[src/rtl/lpfr_pkg.sv]
// Shared types and constants for the length-prefixed frame receiver.
package lpfr_pkg;

  localparam int unsigned PREFIX_BYTES = 4;
  localparam int unsigned HCNT_W       = 3;
  localparam int unsigned LEN_W        = 32;
  localparam int unsigned BYTE_W       = 8;

  localparam logic [LEN_W-1:0] MAX_PAYLOAD_RST = 32'd4096;

  localparam logic KIND_DATA  = 1'b0;
  localparam logic KIND_CLEAR = 1'b1;

  typedef enum logic [3:0] {
    PH_HEADER  = 4'b0001,
    PH_PAYLOAD = 4'b0010,
    PH_DONE    = 4'b0100,
    PH_ERROR   = 4'b1000
  } phase_t;

  typedef enum logic [1:0] {
    ST_NEED_MORE = 2'd0,
    ST_COMPLETE  = 2'd1,
    ST_INVALID   = 2'd2,
    ST_TOO_LARGE = 2'd3
  } status_t;

  typedef struct packed {
    logic              kind;
    logic [BYTE_W-1:0] data_byte;
    logic              chunk_last;
  } item_t;

  typedef struct packed {
    logic              status_valid;
    logic [1:0]        status;
    logic              payload_valid;
    logic [BYTE_W-1:0] payload_byte;
    logic              payload_last;
    logic [LEN_W-1:0]  payload_length;
  } res_t;

endpackage

[src/rtl/lpfr_ifs.sv]
// Channel interfaces: byte input, result output and configuration write.
interface lpfr_in_if;
  logic       valid;
  logic       ready;
  logic       kind;
  logic [7:0] data_byte;
  logic       chunk_last;

  modport source (output valid, kind, data_byte, chunk_last, input ready);
  modport sink (input valid, kind, data_byte, chunk_last, output ready);
endinterface

interface lpfr_out_if;
  logic        valid;
  logic        ready;
  logic        status_valid;
  logic [1:0]  status;
  logic        payload_valid;
  logic [7:0]  payload_byte;
  logic        payload_last;
  logic [31:0] payload_length;

  modport source (output valid, status_valid, status, payload_valid, payload_byte,
                  payload_last, payload_length, input ready);
  modport sink (input valid, status_valid, status, payload_valid, payload_byte,
                payload_last, payload_length, output ready);
endinterface

interface lpfr_cfg_if;
  logic        valid;
  logic        ready;
  logic [31:0] data;

  modport source (output valid, data, input ready);
  modport sink (input valid, data, output ready);
endinterface

[src/rtl/lpfr_core.sv]
// Frame state tracking: header assembly, length checks, payload count, chunk status.
module lpfr_core (
  input  logic                              clk,
  input  logic                              rst_n,
  input  logic                              accept,
  input  lpfr_pkg::item_t                   item,
  input  logic                              cfg_we,
  input  logic [lpfr_pkg::LEN_W-1:0]        cfg_data,
  output lpfr_pkg::res_t                    res
);
  import lpfr_pkg::*;

  phase_t             phase_r, phase_nxt;
  logic [HCNT_W-1:0]  hcnt_r, hcnt_nxt;
  logic [LEN_W-1:0]   decl_len_r, decl_len_nxt;
  logic [LEN_W-1:0]   pcnt_r, pcnt_nxt;
  status_t            pend_err_r, pend_err_nxt;
  logic               rej_r, rej_nxt;
  logic               at_start_r, at_start_nxt;
  logic [LEN_W-1:0]   max_payload_r;
  logic               rej;
  status_t            st;

  always_ff @(posedge clk) begin
    if (!rst_n) begin
      max_payload_r <= MAX_PAYLOAD_RST;
    end else if (cfg_we) begin
      max_payload_r <= cfg_data;
    end
  end

  always_ff @(posedge clk) begin
    if (!rst_n) begin
      phase_r    <= PH_HEADER;
      hcnt_r     <= '0;
      decl_len_r <= '0;
      pcnt_r     <= '0;
      pend_err_r <= ST_NEED_MORE;
      rej_r      <= 1'b0;
      at_start_r <= 1'b1;
    end else begin
      phase_r    <= phase_nxt;
      hcnt_r     <= hcnt_nxt;
      decl_len_r <= decl_len_nxt;
      pcnt_r     <= pcnt_nxt;
      pend_err_r <= pend_err_nxt;
      rej_r      <= rej_nxt;
      at_start_r <= at_start_nxt;
    end
  end

  always_comb begin
    phase_nxt    = phase_r;
    hcnt_nxt     = hcnt_r;
    decl_len_nxt = decl_len_r;
    pcnt_nxt     = pcnt_r;
    pend_err_nxt = pend_err_r;
    rej_nxt      = rej_r;
    at_start_nxt = at_start_r;
    rej          = rej_r;
    st           = ST_NEED_MORE;
    res          = '0;

    if (accept) begin
      if (item.kind == KIND_CLEAR) begin
        phase_nxt    = PH_HEADER;
        hcnt_nxt     = '0;
        decl_len_nxt = '0;
        pcnt_nxt     = '0;
        pend_err_nxt = ST_NEED_MORE;
        rej_nxt      = 1'b0;
        at_start_nxt = 1'b1;
      end else begin
        // first byte of a chunk decides whether the whole chunk is dropped
        if (at_start_r) begin
          rej          = (phase_r == PH_DONE) || (phase_r == PH_ERROR);
          rej_nxt      = rej;
          at_start_nxt = 1'b0;
        end

        if (!rej) begin
          case (phase_r)
            PH_HEADER: begin
              decl_len_nxt = decl_len_r |
                             (LEN_W'(item.data_byte) << {hcnt_r[1:0], 3'b000});
              hcnt_nxt     = hcnt_r + HCNT_W'(1);
              if (hcnt_nxt >= HCNT_W'(PREFIX_BYTES)) begin
                if (decl_len_nxt == '0) begin
                  phase_nxt    = PH_ERROR;
                  pend_err_nxt = ST_INVALID;
                end else if (decl_len_nxt > max_payload_r) begin
                  phase_nxt    = PH_ERROR;
                  pend_err_nxt = ST_TOO_LARGE;
                end else begin
                  phase_nxt = PH_PAYLOAD;
                end
              end
            end
            PH_PAYLOAD: begin
              res.payload_valid = 1'b1;
              res.payload_byte  = item.data_byte;
              pcnt_nxt          = pcnt_r + LEN_W'(1);
              if (pcnt_nxt >= decl_len_r) begin
                res.payload_last = 1'b1;
                phase_nxt        = PH_DONE;
              end
            end
            default: ;
          endcase
        end

        if (item.chunk_last) begin
          res.status_valid = 1'b1;
          if (rej) begin
            st = ST_INVALID;
          end else if (phase_nxt == PH_ERROR) begin
            st = pend_err_nxt;
          end else if (phase_nxt == PH_DONE) begin
            st = ST_COMPLETE;
          end else begin
            st = ST_NEED_MORE;
          end
          at_start_nxt = 1'b1;
        end
        res.status         = st;
        res.payload_length = (phase_nxt == PH_DONE) ? decl_len_nxt : '0;
      end
    end
  end

endmodule

[src/rtl/lpfr_skid.sv]
// Two-entry output buffer: result register plus skid register.
module lpfr_skid (
  input  logic            clk,
  input  logic            rst_n,
  input  logic            push,
  input  lpfr_pkg::res_t  push_data,
  output logic            push_ready,
  output logic            out_valid,
  input  logic            out_ready,
  output lpfr_pkg::res_t  out_data
);
  import lpfr_pkg::*;

  res_t out_data_r;
  res_t skid_data_r;
  logic out_valid_r;
  logic skid_valid_r;

  assign push_ready = ~skid_valid_r;
  assign out_valid  = out_valid_r;
  assign out_data   = out_data_r;

  always_ff @(posedge clk) begin
    if (!rst_n) begin
      out_valid_r  <= 1'b0;
      skid_valid_r <= 1'b0;
    end else if (skid_valid_r) begin
      if (out_ready) begin
        skid_valid_r <= 1'b0;
      end
    end else if (push) begin
      if (!out_valid_r || out_ready) begin
        out_valid_r <= 1'b1;
      end else begin
        skid_valid_r <= 1'b1;
      end
    end else if (out_ready) begin
      out_valid_r <= 1'b0;
    end
  end

  always_ff @(posedge clk) begin
    if (skid_valid_r) begin
      if (out_ready) begin
        out_data_r <= skid_data_r;
      end
    end else if (push) begin
      if (!out_valid_r || out_ready) begin
        out_data_r <= push_data;
      end else begin
        skid_data_r <= push_data;
      end
    end
  end

endmodule

[src/rtl/length_prefixed_frame_receiver.sv]
// Top level of the length-prefixed frame receiver.
//
//   channel  | dir | handshake     | payload
//   ---------+-----+---------------+--------------------------------------------
//   in_chan  | in  | valid/ready   | kind, data_byte, chunk_last
//   out_chan | out | valid/ready   | status_valid, status, payload_valid,
//            |     |               | payload_byte, payload_last, payload_length
//   cfg_chan | in  | valid/ready   | data = max_payload (always ready)
//
// One result per byte transaction; one byte accepted per cycle while in_chan.ready
// is high. Frame state updates on the accepting edge; the result is registered in
// the output register, or in the skid register if the output stalls. The skid
// register holds one extra result, so in_chan.ready drops only when two results
// wait. rst_n is synchronous, active low; it restores the frame to idle and max_payload to 4096.
module length_prefixed_frame_receiver (
  input  logic        clk,
  input  logic        rst_n,
  lpfr_in_if.sink     in_chan,
  lpfr_out_if.source  out_chan,
  lpfr_cfg_if.sink    cfg_chan
);
  import lpfr_pkg::*;

  item_t item;
  res_t  res;
  res_t  out_res;
  logic  accept;
  logic  push_ready;

  assign item.kind       = in_chan.kind;
  assign item.data_byte  = in_chan.data_byte;
  assign item.chunk_last = in_chan.chunk_last;

  assign in_chan.ready  = push_ready;
  assign accept         = in_chan.valid & push_ready;
  assign cfg_chan.ready = 1'b1;

  lpfr_core u_core (
    .clk      (clk),
    .rst_n    (rst_n),
    .accept   (accept),
    .item     (item),
    .cfg_we   (cfg_chan.valid),
    .cfg_data (cfg_chan.data),
    .res      (res)
  );

  lpfr_skid u_skid (
    .clk        (clk),
    .rst_n      (rst_n),
    .push       (accept),
    .push_data  (res),
    .push_ready (push_ready),
    .out_valid  (out_chan.valid),
    .out_ready  (out_chan.ready),
    .out_data   (out_res)
  );

  assign out_chan.status_valid   = out_res.status_valid;
  assign out_chan.status         = out_res.status;
  assign out_chan.payload_valid  = out_res.payload_valid;
  assign out_chan.payload_byte   = out_res.payload_byte;
  assign out_chan.payload_last   = out_res.payload_last;
  assign out_chan.payload_length = out_res.payload_length;

endmodule

[src/flat_wrapper.sv]
// flat-port wrapper written by rule: the top's interface ports become plain ports
module length_prefixed_frame_receiver_flat import lpfr_pkg::*;
  (clk, rst_n, in_chan_valid, in_chan_kind, in_chan_data_byte, in_chan_chunk_last, in_chan_ready, out_chan_valid, out_chan_status_valid, out_chan_status, out_chan_payload_valid, out_chan_payload_byte, out_chan_payload_last, out_chan_payload_length, out_chan_ready, cfg_chan_valid, cfg_chan_data, cfg_chan_ready);
  lpfr_in_if in_chan_i ();
  lpfr_out_if out_chan_i ();
  lpfr_cfg_if cfg_chan_i ();
  input  logic clk;
  input  logic rst_n;
  input wire logic [$bits(in_chan_i.valid)-1:0] in_chan_valid;
  input wire logic [$bits(in_chan_i.kind)-1:0] in_chan_kind;
  input wire logic [$bits(in_chan_i.data_byte)-1:0] in_chan_data_byte;
  input wire logic [$bits(in_chan_i.chunk_last)-1:0] in_chan_chunk_last;
  output wire logic [$bits(in_chan_i.ready)-1:0] in_chan_ready;
  output wire logic [$bits(out_chan_i.valid)-1:0] out_chan_valid;
  output wire logic [$bits(out_chan_i.status_valid)-1:0] out_chan_status_valid;
  output wire logic [$bits(out_chan_i.status)-1:0] out_chan_status;
  output wire logic [$bits(out_chan_i.payload_valid)-1:0] out_chan_payload_valid;
  output wire logic [$bits(out_chan_i.payload_byte)-1:0] out_chan_payload_byte;
  output wire logic [$bits(out_chan_i.payload_last)-1:0] out_chan_payload_last;
  output wire logic [$bits(out_chan_i.payload_length)-1:0] out_chan_payload_length;
  input wire logic [$bits(out_chan_i.ready)-1:0] out_chan_ready;
  input wire logic [$bits(cfg_chan_i.valid)-1:0] cfg_chan_valid;
  input wire logic [$bits(cfg_chan_i.data)-1:0] cfg_chan_data;
  output wire logic [$bits(cfg_chan_i.ready)-1:0] cfg_chan_ready;
  assign in_chan_i.valid = in_chan_valid;
  assign in_chan_i.kind = in_chan_kind;
  assign in_chan_i.data_byte = in_chan_data_byte;
  assign in_chan_i.chunk_last = in_chan_chunk_last;
  assign in_chan_ready = in_chan_i.ready;
  assign out_chan_valid = out_chan_i.valid;
  assign out_chan_status_valid = out_chan_i.status_valid;
  assign out_chan_status = out_chan_i.status;
  assign out_chan_payload_valid = out_chan_i.payload_valid;
  assign out_chan_payload_byte = out_chan_i.payload_byte;
  assign out_chan_payload_last = out_chan_i.payload_last;
  assign out_chan_payload_length = out_chan_i.payload_length;
  assign out_chan_i.ready = out_chan_ready;
  assign cfg_chan_i.valid = cfg_chan_valid;
  assign cfg_chan_i.data = cfg_chan_data;
  assign cfg_chan_ready = cfg_chan_i.ready;
  length_prefixed_frame_receiver u_core (.clk(clk), .rst_n(rst_n), .in_chan(in_chan_i), .out_chan(out_chan_i), .cfg_chan(cfg_chan_i));
endmodule
[config.mk]
export PLATFORM = sky130hd
export DESIGN_NAME = length_prefixed_frame_receiver_flat
export DESIGN_NICKNAME = d
export VERILOG_FILES = /design/src/rtl/lpfr_pkg.sv /design/src/rtl/lpfr_ifs.sv /design/src/rtl/lpfr_core.sv /design/src/rtl/lpfr_skid.sv /design/src/rtl/length_prefixed_frame_receiver.sv /design/src/flat_wrapper.sv
export SDC_FILE = /design/constraint.sdc
export NUM_CORES = 1
export LEC_CHECK = 0
export ABC_AREA = 1
export BUFFER_PORTS_ARGS = -buffer_cell sky130_fd_sc_hd__buf_2
export CAP_MARGIN = 0
export CELL_PAD_IN_SITES_DETAIL_PLACEMENT = 0
export CELL_PAD_IN_SITES_GLOBAL_PLACEMENT = 2
export CORE_UTILIZATION = 39
export CTS_CLUSTER_SIZE = 10
export DETAILED_ROUTE_END_ITERATION = 7
export PLACE_DENSITY_LB_ADDON = 0.1
export SLEW_MARGIN = 25
export SYNTH_ARGS = -nofsm -noshare
export SYNTH_HDL_FRONTEND = slang
export SYNTH_SLANG_ARGS = --single-unit
[constraint.sdc]
create_clock -name clk -period 13.3 [get_ports clk]
set_clock_uncertainty 0.15 [all_clocks]
set_input_delay 2.66 -clock clk [delete_from_list [all_inputs] [get_ports clk]]
set_output_delay 2.66 -clock clk [all_outputs]
set_load 0.005 [all_outputs]
==> out/results.tsv, run 1 <==
metric	value	unit
Synth cell types	42	
sequential share of the synthesized area	0.454	
Synth Area per Inst	8.22	um2
post-synth top area share	0.251	
largest net degree at the start of global routing	71	
CTS resizes	0	
Synth area leader	edfxtp_1	
GRT Util Overall	0.208	
Syn-to-layout area delta	11.7	%
hold slack	322	ps
Antenna Cells	0	
Reg2Reg Setup Slack	8230	ps
RSZ-0062 raised after global routing	no	
Hold-fix buffers, CTS	0	
r2r startpoint	u_core.u_core.pcnt_r[0]	
yosys warns	0	
H-Tree Depth	4	
drt total wl	28300	um
Antenna Violating Nets Remaining	0	
root buf cell	clkbuf_16	
post-synthesis instance area	10800	um2
hold worst-path end	u_core.u_core.pend_err_r[0]	
CP endpoint kind	flip-flop	
fin nets	1487	
Worst Reg2Reg Path Length in Cells	25	
hold crit path type	reg2reg	
vias in the first global route	8052	
Initial DRC Count	502	
layout cells sized above 1	0.146	
DR WL/cell	16.4	um
core area	27000	um2
Die X	168	um
cells after synthesis	1309	
Final Non-Filler Cells	1728	
placed cells	1696	
TritonCTS buffer count	17	
Primary FF master, synth	dfxtp_1	
Skew-Pair Late Insertion Delay	440	ps
ys async rst share	0	
WS Path Type	in2reg	
global route total overflow	0	
num ports	95	
Req. time, crit path	13330	ps
Critical R2R Capture	u_core.u_skid.skid_data_r[42]	
relative slew slack	0.353	
antenna violations before repair	0	
1st-pass router iterations	5	
Row Count	60	
Fillers	2758	
# DRC	0	
area share of and/or/nand/nor cells after synthesis	0.235	
Final Hold Violating Endpoints	0	
combinational family with the most area after synthesis	simple AND/OR/NAND/NOR gates	
Slew Limit Fails	0	
period utilisation layout	0.407	
Vias	8521	
mux share of post-synthesis cell area	0	
PD cells	113	nW/um2
minimum clock period	5420	ps
Setup TNS Final	0	ps
DR vias/cell	4.93	
EDFF count, synth	90	
status	finished clean	
Startpoint Class	primary input	
top area cells in the synthesized netlist	edfxtp_1 25%, dfxtp_1 20%, nand2_1 13%	
final core occ	0.445	
Routability Congestion	0.826	
Min-Delay Startpoint	u_core.u_core.pend_err_r[0]	
adder and majority gate portion of the synthesized area	0.0767	
Initial Utilization	0.398	
Yosys reg bits	199	
die area	28300	um2
crit path DAT	5450	ps
Synth Area in Compound Gates	0.128	
Sink Count	199	
Static Leak	5.26	nW
first-pass GRT wire length	45500	um
net count after synthesis	1422	
Worst-path clk slew	70	ps
IO buf count	93	
peak supply drop	0.0000655	V
Setup Fix Bufs, Post-CTS	0	
CTS tree	yes	
# setup viols final	0	
worst slew pin tran	971	ps
Hold Path Stages	2	
fmax	185	MHz
max_cap viols	0	
die height	168	um
CP max FO	33	
hpwl dp	20100	um
clock buffer depth	2	
post-synthesis xor/xnor area fraction	0.0252	
[sequential cells by signal, indices dropped and copies added, names as in the netlist, 2 cells and up]
name	flops
u_core.u_core.decl_len_r	32
u_core.u_core.hcnt_r	3
u_core.u_core.max_payload_r	32
u_core.u_core.pcnt_r	32
u_core.u_core.pend_err_r	2
u_core.u_core.phase_r	4
u_core.u_skid.out_data	45
u_core.u_skid.skid_data_r	45
[cell usage after synthesis, types with 12 or more instances]
library cell and number:
nor2_4 31, o21ai_0 80, clkbuf_1 42, nor2_1 75
dfxtp_1 109, nand2_1 359, inv_1 132, edfxtp_1 90
xor2_1 19, nand3_1 41, o211ai_1 32, xnor2_1 12
ha_1 66, a21oi_1 132, nand4_1 12
[report_power, final]
part           internal [W]  total (W)  switching (W)
combinational     0.0000508   0.000161       0.000110
clock              0.000253   0.000522       0.000270
sequential         0.000661   0.000672      0.0000111
[metal layers]
| metal | track usage | share of wire | vias to the layer above |
|---|---|---|---|
| li1 | - | - | 4443 |
| met1 | 0.317 | 0.52 | 3862 |
| met2 | 0.305 | 0.42 | 187 |
| met3 | 0.0228 | 0.042 | 29 |
| met4 | 0.0672 | 0.019 | 0 |
| met5 | 0 | 0 | - |
[critical path, cell delays in order]
cell and delay (ps):
buf_2 160, nand3_1 120, nand2_1 170, ha_1 340, nand2_1 70, nor2_1 160
nand2_1 90, nor2_1 180, nand2_1 80, nand2_1 70, nand3_1 140, nand3_2 120
nor2_2 50, nand2_4 680, nand2_1 150, and3_1 180
[cell usage in the layout (no fill, tap or decap), types with 2 or more instances in the layout]
cell and n:
clkinv_1 6, inv_6 5, a21o_1 2, xor2_1 19
ha_1 66, buf_4 10, inv_1 132, o21bai_1 2
o21ai_0 79, clkinv_8 4, dfxtp_1 109, o21ai_2 2
nand2_1 359, nor2_2 9, xnor2_1 12, o21a_1 2
nor2_1 74, nand3_2 7, buf_2 93, nor2_4 32
o211ai_1 32, inv_8 2, inv_2 3, nand3_1 41
nand4_1 12, nor3_1 8, clkinv_4 3, a21oi_1 132
clkbuf_16 17, nand2_2 8, edfxtp_1 90
[worst max-delay path by stage]
stage / slack [ps] / depth (start not counted) / from / endpoint
after floorplan: 6600 / 3 / in_chan_valid / u_core.u_skid.skid_data_r[0]
final: 7880 / 16 / in_chan_data_byte[7] / u_core.u_skid.skid_data_r[42]
after detailed placement: 7440 / 16 / in_chan_data_byte[7] / u_core.u_skid.skid_data_r[42]
after CTS: 7880 / 16 / in_chan_data_byte[7] / u_core.u_skid.skid_data_r[42]
after global placement: 7440 / 16 / in_chan_data_byte[7] / u_core.u_skid.skid_data_r[42]
after global routing: 7600 / 26 / u_core.u_core.pcnt_r[0] / u_core.u_skid.out_data[42]
[cell families after synthesis]
kind of cell | Yosys count
adders and majority gates | 66
DFF | 199
buffers and inverters | 201
xor gates and xnor gates | 31
AOI/OAI and AO/OA | 254
other | 1
and+or+nand+nor | 557
[metrics by stage]
stage	power, W	instance area (um2)	setup slack, ps
final	0.00136	12000	7880
after global routing	0.00142	12000	7600
after CTS	0.00137	12000	7880
after detailed placement	0.000849	11400	7440
after global placement	0.000848	11400	7440
after floorplan	0.000791	10800	6600
[layout make-up]
type	count	area, um2	share of cell area
Inverter	144	549	0.0457
Tap cell	341	427	0.0355
Clock buffer	18	429	0.0357
Multi-Input combinational cell	909	5030	0.419
Timing Repair Buffer	103	541	0.0450
Clock inverter	14	156	0.0130
Sequential cell	199	4880	0.406
Power figures use the tool's default switching activity.
==> run 2, diff against run 1 <==
--- a/config.mk
+++ b/config.mk
@@ -5,12 +5,12 @@
 export SDC_FILE = /design/constraint.sdc
 export NUM_CORES = 1
 export LEC_CHECK = 0
-export ABC_AREA = 1
+export ABC_AREA = 0
 export BUFFER_PORTS_ARGS = -buffer_cell sky130_fd_sc_hd__buf_2
 export CAP_MARGIN = 0
 export CELL_PAD_IN_SITES_DETAIL_PLACEMENT = 0
 export CELL_PAD_IN_SITES_GLOBAL_PLACEMENT = 2
-export CORE_UTILIZATION = 39
+export CORE_UTILIZATION = 38
 export CTS_CLUSTER_SIZE = 10
 export DETAILED_ROUTE_END_ITERATION = 7
 export PLACE_DENSITY_LB_ADDON = 0.1
==> constraint.sdc (replaced) <==
create_clock -name clk -period 5.7 [get_ports clk]
set_clock_uncertainty 0.15 [all_clocks]
set_input_delay 1.14 -clock clk [delete_from_list [all_inputs] [get_ports clk]]
set_output_delay 1.14 -clock clk [all_outputs]
set_load 0.005 [all_outputs]
==> run 2 against run 1 <==
  * Sequential share of layout area down 0.54 points
  * Synthesized cell count decreased by 13%
  * Non-clock buffer count up 2
  * Largest power group unchanged
==> out/results.tsv, run 2 <==
metric	value	unit
Initial DRC Count	528	
CP Cell Sequence	ha_1 -> nand2_1 -> nor4_1 -> buf_4 -> nand2_1 -> nor3_1 -> nand2_1 -> xnor2_1 -> ha_1 -> and4_1 -> a221oi_1 -> nor2_1 -> nor3_1 -> or3_2 -> buf_4 -> o31ai_1	
1st-pass router iterations	5	
Setup Fix Bufs, Post-CTS	0	
commonest cells in the netlist	145 x nand2_1, 109 x dfxtp_1, 94 x nor2b_1, 90 x edfxtp_1, 74 x inv_1	
GRT Util Overall	0.206	
clock buffer depth	2	
Worst-path clk slew	80	ps
top area cells in the synthesized netlist	edfxtp_1 25%, dfxtp_1 20%, ha_1 7.7%	
first-pass GRT wire length	45200	um
Internal	0.00228	W
relative slew slack	0.372	
CP most frequent cell	nand2_1	
WS Path Type	reg2reg	
count leader, synth	nand2_1	
Antenna Cells	0	
period utilisation layout	0.886	
Synth Area per Inst	9.45	um2
Combinational Power Share	0.087	
cells after synthesis	1138	
drt total wl	28800	um
Synth area leader	edfxtp_1	
fin nets	1310	
CTS tree	yes	
Final Hold Violating Endpoints	0	
CP endpoint kind	flip-flop	
# setup viols final	0	
Hold-fix buffers, CTS	0	
Largest stage delay, worst path	570	ps
peak supply drop	0.000146	V
die height	170	um
IO buf count	93	
max_cap viols	0	
Yosys reg bits	199	
Static Leak	4.83	nW
DR vias/cell	5.09	
TritonCTS buffer count	17	
vias in the first global route	7759	
global route total overflow	0	
Die X	170	um
DR WL/cell	18.1	um
Sw Pwr	0.000849	W
Synth cell types	54	
largest net degree at the start of global routing	85	
# DRC	0	
status	finished clean	
hpwl dp	20800	um
hold slack	311	ps
Skew-Pair Late Insertion Delay	450	ps
Top delay family on crit path	simple AND/OR/NAND/NOR gates	
hold crit path type	reg2reg	
Row Count	61	
yosys warns	0	
Startpoint Class	flip-flop	
ys async rst share	0	
Initial Utilization	0.387	
commonest non-fill, non-tap cell in the layout	nand2_1	
antenna violations before repair	0	
clock share of power	0.417	
Sw Ratio	0.272	
H-Tree Depth	4	
Buf/Inv on CP	2	
Slew Limit Fails	0	
layout cells sized above 1	0.153	
CP max FO	18	
num ports	95	
die area	29000	um2
EDFF count, synth	90	
minimum clock period	5050	ps
net count after synthesis	1251	
post-synth top area share	0.251	
Sink Count	199	
Vias	8089	
RSZ-0062 raised after global routing	no	
core area	27800	um2
Req. time, crit path	5720	ps
Critical-path top delay cell	nor3_1	
Syn-to-layout area delta	13.3	%
post-synthesis instance area	10800	um2
commonest cells after routing, fill and taps aside	145 x nand2_1, 108 x dfxtp_1, 94 x nor2b_1, 93 x buf_2, 90 x edfxtp_1	
worst slew pin tran	943	ps
Antenna Violating Nets Remaining	0	
CTS resizes	0	
fmax	198	MHz
Routability Congestion	0.774	
sequential power share	0.496	
PD cells	257	nW/um2
Setup TNS Final	0	ps
root buf cell	clkbuf_16	
sequential share of the synthesized area	0.454	
Primary FF master, synth	dfxtp_1	
crit path DAT	5070	ps
[run 2: changes by cell type in the layout (fill, tap and decap cells not counted), sizes merged, moves of 34 or more]
cell / delta
a21oi: -100
nand2: -223
nor2b: +94
nand3: -34
inv: -63
o31ai: +35
a22oi: +52
nor2: -47
[run 2: power by group through the flow]
stage	Sequential [W]	Clock (W)	Combinational [W]
after floorplan	0.00158	0	0.000169
after CTS	0.00155	0.00134	0.000277
final	0.00155	0.00130	0.000272
after global routing	0.00156	0.00138	0.000307
after global placement	0.00158	0	0.000272
after detailed placement	0.00158	0	0.000275
[run 2: layout make-up]
class	count	area, um2
inverters	74	278
clock inverters	15	215
flip-flops and latches	199	4890
fillers	2792	15600
multi-input cells	800	5340
clock buffers	17	425
repair buffers	105	568
well taps	378	473
[run 2: worst paths after layout]
path	from	to	slack [ps]	depth (start not counted)
setup / recovery	u_core.u_core.pcnt_r[0]	u_core.u_skid.out_data[3]	650	16
hold / removal	u_core.u_core.pend_err_r[1]	u_core.u_core.pend_err_r[1]	310	2
hold reg to reg	u_core.u_core.pend_err_r[1]	u_core.u_core.pend_err_r[1]	310	2
setup reg to reg	u_core.u_core.pcnt_r[0]	u_core.u_skid.out_data[3]	650	16
[run 2: per-layer routing]
metal / track usage / vias to the layer above / part of all wire
met5: 0 / - / 0
met4: 0.0466 / 0 / 0.0092
met3: 0.0263 / 13 / 0.035
met2: 0.315 / 157 / 0.44
met1: 0.307 / 3810 / 0.52
li1: - / 4109 / -
[run 2: metrics by stage]
| stage | cell area [um2] | std cells | total power, W | utilization | setup slack [ps] |
|---|---|---|---|---|---|
| floorplan | 10800 | 1138 | 0.00175 | - | 1460 |
| detailed placement | 11500 | 1556 | 0.00186 | 0.416 | 661 |
| global placement | 11500 | 1556 | 0.00186 | 0.415 | 796 |
| finish | 12200 | 1588 | 0.00313 | 0.439 | 652 |
| global route | 12200 | 1588 | 0.00325 | 0.439 | 148 |
| CTS | 12200 | 1588 | 0.00316 | 0.439 | 677 |
[run 2: cell families after synthesis]
logic type / share of synthesized area
XOR/XNOR: 0.0261
adder cells (fa/ha/maj): 0.0768
flip-flops: 0.454
AND/OR/NAND/NOR: 0.195
other: 0.000349
multiplexers: 0.0392
AO/OA/AOI/OAI: 0.156
buffers and inverters: 0.0519
[run 2: worst min-delay path, delay by kind of cell (launching register included)]
kind / cells / cell delay [ps]
flops: 1 / 310
buf+inv: 1 / 60
compound gates: 1 / 60
==> run 3, diff against run 2 <==
--- a/config.mk
+++ b/config.mk
@@ -6,13 +6,13 @@
 export NUM_CORES = 1
 export LEC_CHECK = 0
 export ABC_AREA = 0
-export BUFFER_PORTS_ARGS = -buffer_cell sky130_fd_sc_hd__buf_2
 export CAP_MARGIN = 0
 export CELL_PAD_IN_SITES_DETAIL_PLACEMENT = 0
 export CELL_PAD_IN_SITES_GLOBAL_PLACEMENT = 2
-export CORE_UTILIZATION = 38
+export CORE_UTILIZATION = 41
 export CTS_CLUSTER_SIZE = 10
 export DETAILED_ROUTE_END_ITERATION = 7
+export DONT_BUFFER_PORTS = 1
 export PLACE_DENSITY_LB_ADDON = 0.1
 export SLEW_MARGIN = 25
 export SYNTH_ARGS = -nofsm -noshare
==> constraint.sdc (replaced) <==
create_clock -name clk -period 5.1 [get_ports clk]
set_clock_uncertainty 0.15 [all_clocks]
set_input_delay 1.02 -clock clk [delete_from_list [all_inputs] [get_ports clk]]
set_output_delay 1.02 -clock clk [all_outputs]
set_load 0.005 [all_outputs]
==> run 3 against run 2 <==
  * Sequential cell count is the same
  * Sequential power grew 12%
  * Global-route usage grew 1.0 points
  * Highest routed layer unchanged
==> out/results.tsv, run 3 (same netlist as run 2, synthesis figures left out) <==
metric	value	unit
Worst Setup SP	u_core.u_core.pcnt_r[0]	
Antenna Cells	0	
Hold Path Stages	2	
Syn-to-layout area delta	8.80	%
Initial Utilization	0.422	
1st-pass router iterations	4	
TritonCTS buffer count	17	
global route total overflow	0	
period utilisation layout	0.901	
Die X	164	um
commonest non-fill, non-tap cell in the layout	nand2_1	
hold slack	312	ps
Worst-path clk slew	80	ps
Startpoint Class	flip-flop	
CP max FO	29	
Sink Count	199	
num ports	95	
peak supply drop	0.000160	V
Power Total	0.00345	W
Routability Congestion	0.769	
hold crit path type	reg2reg	
relative slew slack	0.480	
Final Hold Violating Endpoints	0	
Place WS	312	ps
Vias	7757	
Setup TNS Final	0	ps
hold worst-path end	u_core.u_core.pend_err_r[1]	
commonest cells after routing, fill and taps aside	145 x nand2_1, 108 x dfxtp_1, 94 x nor2b_1, 90 x edfxtp_1, 74 x inv_1	
final worst slack	505	ps
# setup viols final	0	
DR vias/cell	5.35	
largest net degree at the start of global routing	107	
CTS tree	yes	
# DRC	0	
CP endpoint kind	flip-flop	
antenna violations before repair	0	
r2r startpoint	u_core.u_core.pcnt_r[0]	
Slew Limit Fails	0	
IO buf count	0	
Antenna Violating Nets Remaining	0	
vias in the first global route	7472	
die area	26900	um2
Static Leak	4.47	nW
minimum clock period	4590	ps
drt total wl	28200	um
WS Path Type	reg2reg	
Req. time, crit path	5100	ps
clock buffer depth	2	
Skew-Pair Late Insertion Delay	440	ps
fin nets	1219	
Row Count	58	
PD cells	294	nW/um2
root buf cell	clkbuf_16	
Min-Delay Startpoint	u_core.u_core.pend_err_r[1]	
DR WL/cell	19.5	um
GRT Util Overall	0.216	
fmax	218	MHz
RSZ-0062 raised after global routing	no	
core area	25500	um2
layout cells sized above 1	0.0858	
status	finished clean	
Reg2Reg Setup Slack	510	ps
crit path DAT	4600	ps
worst slew pin tran	779	ps
hpwl dp	20100	um
Critical R2R Capture	u_core.u_skid.out_data[14]	
Initial DRC Count	651	
Worst Reg2Reg Path Length in Cells	18	
max_cap viols	0	
final core occ	0.460	
die height	164	um
first-pass GRT wire length	43900	um
H-Tree Depth	4	
run 3: worst max-delay path by stage:
stage	slack, ps	endpoint
after floorplan	860	u_core.u_skid.skid_data_r[10]
after detailed placement	310	u_core.u_skid.out_data[14]
final	510	u_core.u_skid.out_data[14]
after global placement	360	u_core.u_skid.out_data[10]
after CTS	280	u_core.u_skid.out_data[14]
after global routing	110	u_core.u_skid.out_data[14]
run 3: worst max-delay path, stage by stage, from the launching register on:
cell      delay [ps]
dfxtp_1          450
ha_1             330
nand2_1           90
nor4_1           320
buf_4            200
nand2_1           70
nor3_1           220
buf_4            170
nand3_1          130
xnor2_1          180
ha_1             180
a21o_1           170
a21o_1           180
a221oi_2         330
nor2_1           110
nor3b_1          350
or3_4            340
buf_12           230
o31ai_2           90
run 3: metal layers:
| metal | global-route usage | wire, um | vias to the layer above |
|---|---|---|---|
| li1 | - | - | 3932 |
| met1 | 0.320 | 14800 | 3678 |
| met2 | 0.331 | 12200 | 136 |
| met3 | 0.0336 | 972 | 11 |
| met4 | 0.0429 | 216 | 0 |
| met5 | 0 | 0 | - |
run 3: repair_timing:
| item | in CTS | in global routing |
|---|---|---|
| setup buffers | 0 | 0 |
| hold buffers | 0 | 0 |
| endpoints found under the setup margin | 0 | 53 |
| gates resized for setup | 0 | 3 |
run 3: layout make-up:
class	instances	area, um2
Fill cell	2529	13800
Multi-Input combinational cell	800	5360
Sequential cell	199	4890
Clock buffer	17	425
Tap cell	330	413
Inverter	74	278
Clock inverter	15	218
Timing Repair Buffer	14	130
run 3: report_power, final:
part / switching (W) / internal [W] / total, W / leakage [nW]
Combinational: 0.000143 / 0.0000872 / 0.000230 / 2.37
Sequential: 0.0000293 / 0.00171 / 0.00174 / 1.79
Clock: 0.000749 / 0.000727 / 0.00148 / 0.309
run 3: metrics by stage:
| step | std cells | cell area, um2 |
|---|---|---|
| floorplan | 1138 | 10800 |
| global placement | 1417 | 11000 |
| detailed placement | 1417 | 11000 |
| CTS | 1449 | 11700 |
| global route | 1449 | 11700 |
| finish | 1449 | 11700 |
